## config.mk

```make
export PLATFORM = sky130hd
export DESIGN_NAME = binary_to_decimal_ascii_core
export DESIGN_NICKNAME = d
export VERILOG_FILES = /design/src/hdl/b2d_pkg.sv /design/src/hdl/binary_to_decimal_ascii_core.sv /design/src/hdl/b2d_datapath.sv /design/src/hdl/b2d_ctrl.sv
export SDC_FILE = /design/constraint.sdc
export NUM_CORES = 1
export LEC_CHECK = 0
export BUFFER_PORTS_ARGS = -buffer_cell sky130_fd_sc_hd__buf_4
export CORE_UTILIZATION = 30
export DETAILED_ROUTE_END_ITERATION = 16
export SYNTH_ARGS = -nofsm -noshare
export SYNTH_HDL_FRONTEND = slang
export SYNTH_SLANG_ARGS = --single-unit
export TNS_END_PERCENT = 5
```

## constraint.sdc

```tcl
create_clock -name clock -period 3.8 [get_ports clock]
set_input_delay 0.95 -clock clock [delete_from_list [all_inputs] [get_ports clock]]
set_output_delay 0.95 -clock clock [all_outputs]
set_load 0.05 [all_outputs]
```

## src/hdl/b2d_pkg.sv

```systemverilog
// Shared constants and controller/datapath interface types for the
// binary to decimal ASCII converter. No dependencies.
`timescale 1ns / 1ps

package b2d_pkg;

   localparam int MAX_DIGITS = 10;
   localparam int VALUE_W    = 32;
   localparam int CHAR_W     = 6;
   localparam int BCD_W      = 4 * MAX_DIGITS;
   localparam int BIT_CNT_W  = $clog2(VALUE_W);
   localparam int DIG_CNT_W  = $clog2(MAX_DIGITS + 1);

   localparam logic [CHAR_W-1:0] ASCII_ZERO = 6'd48;

   // commands from the controller to the datapath
   typedef struct packed {
      logic load;   // capture the input value, clear the digit register
      logic shift;  // one double-dabble step
      logic drop;   // discard the top digit (leading zero)
      logic emit;   // move the top digit into the output register
      logic last;   // flag the emitted digit as the final one
   } b2d_cmd_type;

   // status from the datapath to the controller
   typedef struct packed {
      logic top_zero;  // top digit of the digit register is zero
      logic out_free;  // output register can take a digit this cycle
   } b2d_status_type;

endpackage

```

## src/hdl/binary_to_decimal_ascii_core.sv

```systemverilog
// Top level of the binary to decimal ASCII converter: ties the controller
// to the datapath. Depends on b2d_pkg, b2d_ctrl and b2d_datapath.
`timescale 1ns / 1ps

// Sequence per value: accept the input beat, 32 double-dabble steps, up to
// MAX_DIGITS-1 leading-zero drops, then one emit per digit; the first digit is
// valid on rsp_ after the first emit. A new value is accepted only once the last
// digit is in the output register; an emit waits while that register holds an untaken digit.
// Reset (synchronous, active high) clears the controller state and the
// output valid; req_ready is registered and rises in the cycle after reset drops.
module binary_to_decimal_ascii_core (
   input  logic                          clock,
   input  logic                          reset,
   input  logic                          req_valid,
   output logic                          req_ready,
   input  logic [b2d_pkg::VALUE_W-1:0]   req_value,
   output logic                          rsp_valid,
   input  logic                          rsp_ready,
   output logic [b2d_pkg::CHAR_W-1:0]    rsp_digit_char,
   output logic                          rsp_last_char
);
   import b2d_pkg::*;

   // command and status between the sequencer and the datapath
   b2d_cmd_type    cmd;
   b2d_status_type status;

   // sequencer: load, convert, drop leading zeros, emit one beat per digit
   b2d_ctrl u_ctrl (
      .clock     (clock),
      .reset     (reset),
      .req_valid (req_valid),
      .req_ready (req_ready),
      .status    (status),
      .cmd       (cmd)
   );

   // datapath: the output register lets a new value load while the final
   // digit of the previous one still waits for rsp_ready
   b2d_datapath u_datapath (
      .clock          (clock),
      .reset          (reset),
      .cmd            (cmd),
      .status         (status),
      .req_value      (req_value),
      .rsp_valid      (rsp_valid),
      .rsp_ready      (rsp_ready),
      .rsp_digit_char (rsp_digit_char),
      .rsp_last_char  (rsp_last_char)
   );

endmodule

```

## src/hdl/b2d_datapath.sv

```systemverilog
// Datapath of the converter: binary shift register, BCD digit register with
// add-3 correction, and the output register. Depends on b2d_pkg.
`timescale 1ns / 1ps

module b2d_datapath (
   input  logic                          clock,
   input  logic                          reset,
   input  b2d_pkg::b2d_cmd_type          cmd,
   output b2d_pkg::b2d_status_type       status,
   input  logic [b2d_pkg::VALUE_W-1:0]   req_value,
   output logic                          rsp_valid,
   input  logic                          rsp_ready,
   output logic [b2d_pkg::CHAR_W-1:0]    rsp_digit_char,
   output logic                          rsp_last_char
);
   import b2d_pkg::*;

   logic [VALUE_W-1:0] bin_ff, bin_in;
   logic [BCD_W-1:0]   bcd_ff, bcd_in;
   logic [BCD_W-1:0]   bcd_adj;
   logic [3:0]         top_digit;
   logic               bcd_legal;
   logic               rsp_valid_ff, rsp_valid_in;
   logic [CHAR_W-1:0]  rsp_digit_char_ff, rsp_digit_char_in;
   logic               rsp_last_char_ff, rsp_last_char_in;

   assign top_digit = bcd_ff[BCD_W-1 -: 4];

   // add 3 to every digit of 5 or more ahead of the shift
   always_comb begin
      bcd_adj   = bcd_ff;
      bcd_legal = 1'b1;
      for (int i = 0; i < MAX_DIGITS; i++) begin
         if (bcd_ff[4*i +: 4] >= 4'd5) begin
            bcd_adj[4*i +: 4] = bcd_ff[4*i +: 4] + 4'd3;
         end
         if (bcd_ff[4*i +: 4] > 4'd9) begin
            bcd_legal = 1'b0;
         end
      end
   end

   always_comb begin
      bin_in = bin_ff;
      bcd_in = bcd_ff;
      if (cmd.load) begin
         bin_in = req_value;
         bcd_in = '0;
      end else if (cmd.shift) begin
         bin_in = {bin_ff[VALUE_W-2:0], 1'b0};
         bcd_in = {bcd_adj[BCD_W-2:0], bin_ff[VALUE_W-1]};
      end else if (cmd.drop || cmd.emit) begin
         bcd_in = {bcd_ff[BCD_W-5:0], 4'd0};
      end
   end

   assign status.top_zero = (top_digit == 4'd0);
   assign status.out_free = !rsp_valid_ff || rsp_ready;

   always_comb begin
      rsp_valid_in      = rsp_valid_ff && !rsp_ready;
      rsp_digit_char_in = rsp_digit_char_ff;
      rsp_last_char_in  = rsp_last_char_ff;
      if (cmd.emit) begin
         rsp_valid_in      = 1'b1;
         rsp_digit_char_in = ASCII_ZERO + {{(CHAR_W-4){1'b0}}, top_digit};
         rsp_last_char_in  = cmd.last;
      end
   end

   always_ff @(posedge clock) begin
      bin_ff            <= bin_in;
      bcd_ff            <= bcd_in;
      rsp_digit_char_ff <= rsp_digit_char_in;
      rsp_last_char_ff  <= rsp_last_char_in;
      if (reset) begin
         rsp_valid_ff <= 1'b0;
      end else begin
         rsp_valid_ff <= rsp_valid_in;
      end
   end

   assign rsp_valid      = rsp_valid_ff;
   assign rsp_digit_char = rsp_digit_char_ff;
   assign rsp_last_char  = rsp_last_char_ff;

   a_emit_is_digit: assert property (@(posedge clock) disable iff (reset)
      cmd.emit |-> top_digit <= 4'd9)
      else $error("emitted digit out of decimal range");

   a_shift_keeps_bcd: assert property (@(posedge clock) disable iff (reset)
      cmd.shift |=> bcd_legal)
      else $error("digit register left non-decimal after shift");

   a_emit_shows: assert property (@(posedge clock) disable iff (reset)
      cmd.emit |=> rsp_valid_ff)
      else $error("emitted digit not presented");

endmodule

```

## src/hdl/b2d_ctrl.sv

```systemverilog
// Controller of the converter: sequences load, 32 conversion steps,
// leading-zero drop and digit emission. Depends on b2d_pkg.
`timescale 1ns / 1ps

module b2d_ctrl (
   input  logic                     clock,
   input  logic                     reset,
   input  logic                     req_valid,
   output logic                     req_ready,
   input  b2d_pkg::b2d_status_type  status,
   output b2d_pkg::b2d_cmd_type     cmd
);
   import b2d_pkg::*;

   typedef enum logic [1:0] {
      ST_IDLE,
      ST_CONVERT,
      ST_SCAN,
      ST_EMIT
   } state_type;

   state_type              state_ff, state_in;
   logic [BIT_CNT_W-1:0]   bit_cnt_ff, bit_cnt_in;
   logic [DIG_CNT_W-1:0]   dig_cnt_ff, dig_cnt_in;
   logic                   req_ready_ff, req_ready_in;

   always_comb begin
      state_in   = state_ff;
      bit_cnt_in = bit_cnt_ff;
      dig_cnt_in = dig_cnt_ff;
      cmd        = '0;
      case (state_ff)
         ST_IDLE: begin
            if (req_valid && req_ready_ff) begin
               cmd.load   = 1'b1;
               bit_cnt_in = '0;
               state_in   = ST_CONVERT;
            end
         end
         ST_CONVERT: begin
            cmd.shift = 1'b1;
            if (bit_cnt_ff == BIT_CNT_W'(VALUE_W - 1)) begin
               dig_cnt_in = DIG_CNT_W'(MAX_DIGITS - 1);
               state_in   = ST_SCAN;
            end else begin
               bit_cnt_in = bit_cnt_ff + BIT_CNT_W'(1);
            end
         end
         ST_SCAN, ST_EMIT: begin
            if (state_ff == ST_SCAN && status.top_zero && dig_cnt_ff != '0) begin
               // drop a leading zero
               cmd.drop   = 1'b1;
               dig_cnt_in = dig_cnt_ff - DIG_CNT_W'(1);
            end else if (status.out_free) begin
               cmd.emit = 1'b1;
               cmd.last = (dig_cnt_ff == '0);
               if (dig_cnt_ff == '0) begin
                  state_in = ST_IDLE;
               end else begin
                  dig_cnt_in = dig_cnt_ff - DIG_CNT_W'(1);
                  state_in   = ST_EMIT;
               end
            end
         end
         default: begin
            state_in = ST_IDLE;
         end
      endcase
      req_ready_in = (state_in == ST_IDLE);
   end

   always_ff @(posedge clock) begin
      bit_cnt_ff <= bit_cnt_in;
      dig_cnt_ff <= dig_cnt_in;
      if (reset) begin
         state_ff     <= ST_IDLE;
         req_ready_ff <= 1'b0;
      end else begin
         state_ff     <= state_in;
         req_ready_ff <= req_ready_in;
      end
   end

   assign req_ready = req_ready_ff;

   a_no_overwrite: assert property (@(posedge clock) disable iff (reset)
      cmd.emit |-> status.out_free)
      else $error("digit emitted over a pending output");

   a_busy_after_accept: assert property (@(posedge clock) disable iff (reset)
      (req_valid && req_ready) |=> !req_ready)
      else $error("ready while a value is in conversion");

   a_drop_keeps_units: assert property (@(posedge clock) disable iff (reset)
      cmd.drop |-> (dig_cnt_ff != '0) && !cmd.emit)
      else $error("units digit dropped");

endmodule

```

==> results of run 1 <==
cells in the mapped netlist (2+ instances only):
library cell / count / area [um2]
nand2_1: 137 / 514
mux2i_1: 10 / 100
a22oi_1: 3 / 22.5
a211oi_1: 5 / 37.5
o221ai_1: 7 / 61.3
o211ai_1: 10 / 75.1
nand2b_1: 12 / 75.1
inv_1: 25 / 93.8
buf_2: 4 / 20.0
nor2b_1: 10 / 62.6
edfxtp_1: 46 / 1380
o22ai_1: 8 / 50.1
a21oi_1: 58 / 290
xor2_1: 2 / 17.5
xnor2_1: 12 / 105
o21ai_0: 21 / 105
a32oi_1: 9 / 78.8
nor3_1: 4 / 20.0
nand3_1: 12 / 60.1
and3_1: 2 / 12.5
nor2_1: 29 / 109
nor3b_1: 2 / 15.0
a211oi_2: 4 / 50.1
buf_4: 6 / 45.0
ha_1: 24 / 300
dfxtp_1: 44 / 881
clkbuf_1: 19 / 71.3
and2_1: 6 / 37.5
worst max-delay path: stages (launching register included):
cell and delay, ns:
edfxtp_1 0.41, inv_1 0.08, ha_1 0.18, or3b_1 0.44, a32oi_1 0.56, and2_1 0.53
buf_12 0.26, nor2_1 0.07, a211oi_1 0.21
per-layer routing:
metal	global-route usage, %	vias up	wire length [um]
met5	0	-	0
met4	7.06	0	191
met3	2.70	12	425
met2	21.6	84	4700
met1	16.4	1817	4690
li1	-	1944	-
final cells by class:
cell class / count / area (um2) / area share (%)
Tap cell: 211 / 264 / 4.71
Clock buffer: 9 / 225 / 4.02
Timing Repair Buffer: 49 / 380 / 6.78
Sequential cell: 90 / 2260 / 40.3
Clock inverter: 7 / 67.6 / 1.20
Multi-Input combinational cell: 400 / 2320 / 41.3
Inverter: 25 / 93.8 / 1.67
state kept, by name, summed over array words and instances, names as in the netlist:
signal,flops
u_datapath.bcd_ff,40
u_datapath.bin_ff,32
u_ctrl.bit_cnt_ff,5
u_ctrl.dig_cnt_ff,4
u_datapath.rsp_digit_char,4
u_ctrl.state_ff,2
u_ctrl.req_ready,1
u_datapath.rsp_last_char,1
u_datapath.rsp_valid,1
path summary, 6_finish.rpt:
kind	cells past startpoint	endpoint	slack (ns)	start
worst max register to register	8	u_datapath.bcd_ff[20]	0.96	u_ctrl.dig_cnt_ff[0]
worst min-delay path	0	u_datapath.rsp_digit_char[1]	0.47	u_datapath.bcd_ff[37]
worst min register to register	0	u_datapath.rsp_digit_char[1]	0.47	u_datapath.bcd_ff[37]
worst max-delay path	8	u_datapath.bcd_ff[20]	0.96	u_ctrl.dig_cnt_ff[0]
logic make-up after synthesis:
kind of cell | after synthesis | synth area share (%)
buffers and inverters | 56 | 5.10
xor gates and xnor gates | 14 | 2.55
DFF | 90 | 47.0
muxes | 11 | 2.32
AOI/OAI and AO/OA | 130 | 17.0
other | 1 | 0.0780
adders and majority gates | 24 | 6.24
and+or+nand+nor | 219 | 19.7
power by group:
part	internal [mW]	switching, mW	leakage (nW)
registers	1.23	0.204	0.803
clock network	0.508	0.381	0.141
logic	0.447	0.568	1.34
through the flow:
stage          utilization (%)  cell area, um2
2_1_floorplan                -            4810
3_3_place_gp              34.5            5320
3_5_place_dp              34.5            5320
4_1_cts                   36.4            5610
5_1_grt                   36.4            5610
6_report                  36.4            5610
==> results.json, run 1 <==
{
  "route.detailed.drc": 0,
  "area_delta_synth_final_pct": 16.6,
  "syn_area_um2": 4810,
  "finalCritPeriodShare_pct": 74.7,
  "cts_tree": "built",
  "finalHoldViolations": 0,
  "drive_gt1_share_pct": 12.6,
  "grt_pass1_vias": 3772,
  "critPathMaxFanout": 34,
  "slew_viol_final": 0,
  "fin_tns_setup_ns": 0,
  "asyncSetResetFlopFracSynth_pct": 0,
  "end_kind": "register",
  "num_vias": 3857,
  "maxSlewHeadroom_pct": 53.5,
  "htreeDepth": 3,
  "synth_edf_count": 46,
  "ant_nets": 0,
  "grt_max_degree": 56,
  "cts_buffer_depth": 2,
  "ys_ff_latch": 90,
  "viasPerCell": 4.88,
  "diodes": 0,
  "fin_nets": 635,
  "final_cell_mix": "nand2_1 (137), a21oi_1 (58), buf_4 (48), edfxtp_1 (46), dfxtp_1 (44)",
  "period_needed_ns": 2.84,
  "cp-start-kind": "register",
  "cts_resized": 0,
  "cap_violations": 0,
  "cts_root_buffer": "clkbuf_16",
  "arrival_ns": 3.09,
  "wl_per_cell_um": 12.6,
  "synthFlopType": "edfxtp_1",
  "die_h_um": 129,
  "cp.required_ns": 4.05,
  "cts_setup_buffers": 0,
  "drt_pre_antenna_iters": 4,
  "wl_um": 10000,
  "cts_buffers": 9,
  "fillers": 1599,
  "ys_seq_area_share_pct": 47.0,
  "final_common_cell": "nand2_1",
  "worst_slew_pin_slew_ns": 0.697,
  "overflow": 0,
  "clk_latency_ns": 0.34,
  "clock_sinks": 90,
  "powerDensity_nw_per_um2": 595,
  "finalSetupViolCount": 0,
  "skew_ns": 0.00601,
  "row_count": 45,
  "initialDrtViolationCount": 206,
  "pin_count": 45,
  "grt_use_total_pct": 13.2,
  "die_area_um2": 16500,
  "start_util_pct": 31.2,
  "core_region_area_um2": 15400,
  "clkTransAtPathRegs_ns": 0.06,
  "synthCells": 545,
  "gp_congestion": 0.738,
  "worst_slack_ns": 0.962,
  "ys_warn_count": 0,
  "hold_slack_ns": 0.470,
  "place_hpwl_um": 6570,
  "ctsHoldBuffers": 0,
  "final_cells": 791,
  "die_w_um": 129,
  "critPathKind": "reg -> reg",
  "hp-class": "reg -> reg",
  "avgSynthCellArea_um2": 8.82,
  "grt_pass1_wl_um": 17500,
  "synth_cell_types": 42,
  "post-place-ws_ns": 0.782,
  "outcome": "completed",
  "leakagePower_nw": 2.29,
  "power_mw": 3.34,
  "max_freq_mhz": 352,
  "dp.cells": 775,
  "portBuffers": 42,
  "rsz0062_at_grt": "false",
  "irDropWorstVdd_mv": 0.270,
  "antenna_found_initial": 0
}
Note: power is estimated with default switching activity, not from simulation.
==> inputs of run 2 (changes only) <==
clock period = 2.75 ns   (was 3.8 ns; I/O delays follow)
==> results.json, run 2 (synthesis results as in run 1) <==
{
  "cap_violations": 0,
  "cts_tree": "built",
  "arrival_ns": 2.62,
  "grt_pass1_wl_um": 17400,
  "finalHoldViolations": 0,
  "die_w_um": 129,
  "sw_frac_of_total_pct": 34.4,
  "area_delta_synth_final_pct": 17.5,
  "grt_pass1_vias": 3799,
  "slew_viol_final": 0,
  "row_count": 45,
  "cts_resized": 0,
  "portBuffers": 42,
  "critPathKind": "reg -> reg",
  "top_register": "u_datapath.bcd_ff",
  "clkTransAtPathRegs_ns": 0.07,
  "power_mw": 4.57,
  "critPathMaxFanout": 23,
  "final_cells": 796,
  "rr_worst_depth": 9,
  "dp.cells": 780,
  "max_freq_mhz": 422,
  "internal_power_mw": 3.00,
  "die_area_um2": 16500,
  "period_needed_ns": 2.37,
  "combPwrFrac_pct": 30.5,
  "wl_per_cell_um": 12.8,
  "outcome": "completed",
  "pin_count": 45,
  "rsz0062_at_grt": "false",
  "leakagePower_nw": 2.31,
  "maxSlewHeadroom_pct": 60.9,
  "initialDrtViolationCount": 318,
  "gp_congestion": 0.759,
  "wl_um": 10200,
  "crit_path_start": "u_ctrl.dig_cnt_ff[0]",
  "htreeDepth": 3,
  "largest_reg_flops": 40,
  "ant_nets": 0,
  "fin_util_pct": 36.6,
  "route.detailed.drc": 0,
  "dpl_cell_area_um2": 5370,
  "clock_sinks": 90,
  "r2r_slack_ns": 0.38,
  "critPathCapture": "u_datapath.bcd_ff[16]",
  "place_hpwl_um": 6750,
  "die_h_um": 129,
  "core_region_area_um2": 15400,
  "grt_use_total_pct": 13.3,
  "r2r-start": "u_ctrl.dig_cnt_ff[0]",
  "ctsHoldBuffers": 0,
  "drive_gt1_share_pct": 13.2,
  "cts_root_buffer": "clkbuf_16",
  "hp-class": "reg -> reg",
  "clockPowerShare_pct": 26.0,
  "worst_slew_pin_slew_ns": 0.585,
  "r2r_end": "u_datapath.bcd_ff[16]",
  "num_vias": 3852,
  "stdcell_area_um2": 5650,
  "skew_ns": 0.00871,
  "fillers": 1642,
  "seq_power_share_pct": 43.5,
  "final_common_cell": "nand2_1",
  "powerDensity_nw_per_um2": 809,
  "antenna_found_initial": 0,
  "diodes": 0,
  "viasPerCell": 4.84,
  "clk_latency_ns": 0.35,
  "fin_nets": 640,
  "finalCritPeriodShare_pct": 86.2,
  "cts_buffer_depth": 2,
  "grt_max_degree": 56,
  "cts_setup_buffers": 0,
  "final_cell_mix": "nand2_1 (137), a21oi_1 (58), buf_4 (52), edfxtp_1 (46), dfxtp_1 (44)",
  "cp-start-kind": "register",
  "p_sw_mw": 1.57,
  "end_kind": "register",
  "finalSetupViolCount": 0,
  "top_regs": "u_datapath.bcd_ff x40, u_datapath.bin_ff x32, u_ctrl.bit_cnt_ff x5",
  "overflow": 0,
  "drt_pre_antenna_iters": 8,
  "irDropWorstVdd_mv": 0.368,
  "cts_buffers": 9,
  "fin_tns_setup_ns": 0,
  "cp.required_ns": 3.00,
  "start_util_pct": 31.2
}
==> run 2: cell types whose count changed in the layout (fill, tap and decap cells not counted), sizes merged <==
cell,before,now
clkbuf,9,13
buf,49,54
clkinv,4,1
bufinv,1,0
==> run 2: power by group through the flow <==
stage | Combinational [mW] | Sequential [mW] | Clock, mW
finish | 1.39 | 1.99 | 1.19
global route | 1.58 | 2.03 | 1.28
CTS | 1.41 | 1.98 | 1.22
detailed placement | 1.40 | 2.01 | 0
global placement | 1.34 | 1.99 | 0
floorplan | 1.12 | 1.93 | 0
==> run 2: worst max-delay path: stages, from the launching register on <==
cell and delay [ns]:
edfxtp_1 0.40, inv_1 0.07, ha_1 0.19, or3b_1 0.42
a32oi_1 0.22, buf_4 0.23, and2_1 0.16, buf_4 0.26
nor2_1 0.09, a211oi_1 0.23
==> run 2: cell type report <==
type / instances / area [um2] / area share [%]
multi-input combinational: 400 / 2320 / 41.0
clock inverter: 3 / 21.3 / 0.377
sequential: 90 / 2260 / 40.0
tap: 211 / 264 / 4.67
clock buffer: 13 / 262 / 4.63
inverter: 25 / 93.8 / 1.66
timing repair buffer: 54 / 430 / 7.62
==> run 2: worst min-delay path by stage <==
stage,slack [ns],end,startpoint,depth (start not counted)
finish,0.48,u_datapath.rsp_digit_char[1],u_datapath.bcd_ff[37],0
global placement,0.46,u_datapath.rsp_digit_char[1],u_datapath.bcd_ff[37],0
global route,0.51,u_datapath.rsp_valid,reset,2
CTS,0.48,u_datapath.rsp_digit_char[1],u_datapath.bcd_ff[37],0
floorplan,0.43,u_datapath.rsp_digit_char[1],u_datapath.bcd_ff[37],0
detailed placement,0.47,u_datapath.rsp_digit_char[1],u_datapath.bcd_ff[37],0
==> run 2: through the flow <==
stage	setup WS, ns	hold WS [ns]
after detailed placement	0.412	0.468
after global routing	0.236	0.511
after global placement	0.454	0.458
final	0.379	0.484
after CTS	0.356	0.485
after floorplan	0.166	0.431
==> run 2: per-layer routing <==
layer | global-route usage (%) | part of all wire [%]
met3 | 2.74 | 3.5
met2 | 21.3 | 46
met4 | 8.24 | 2.3
met5 | 0 | 0
met1 | 16.5 | 48
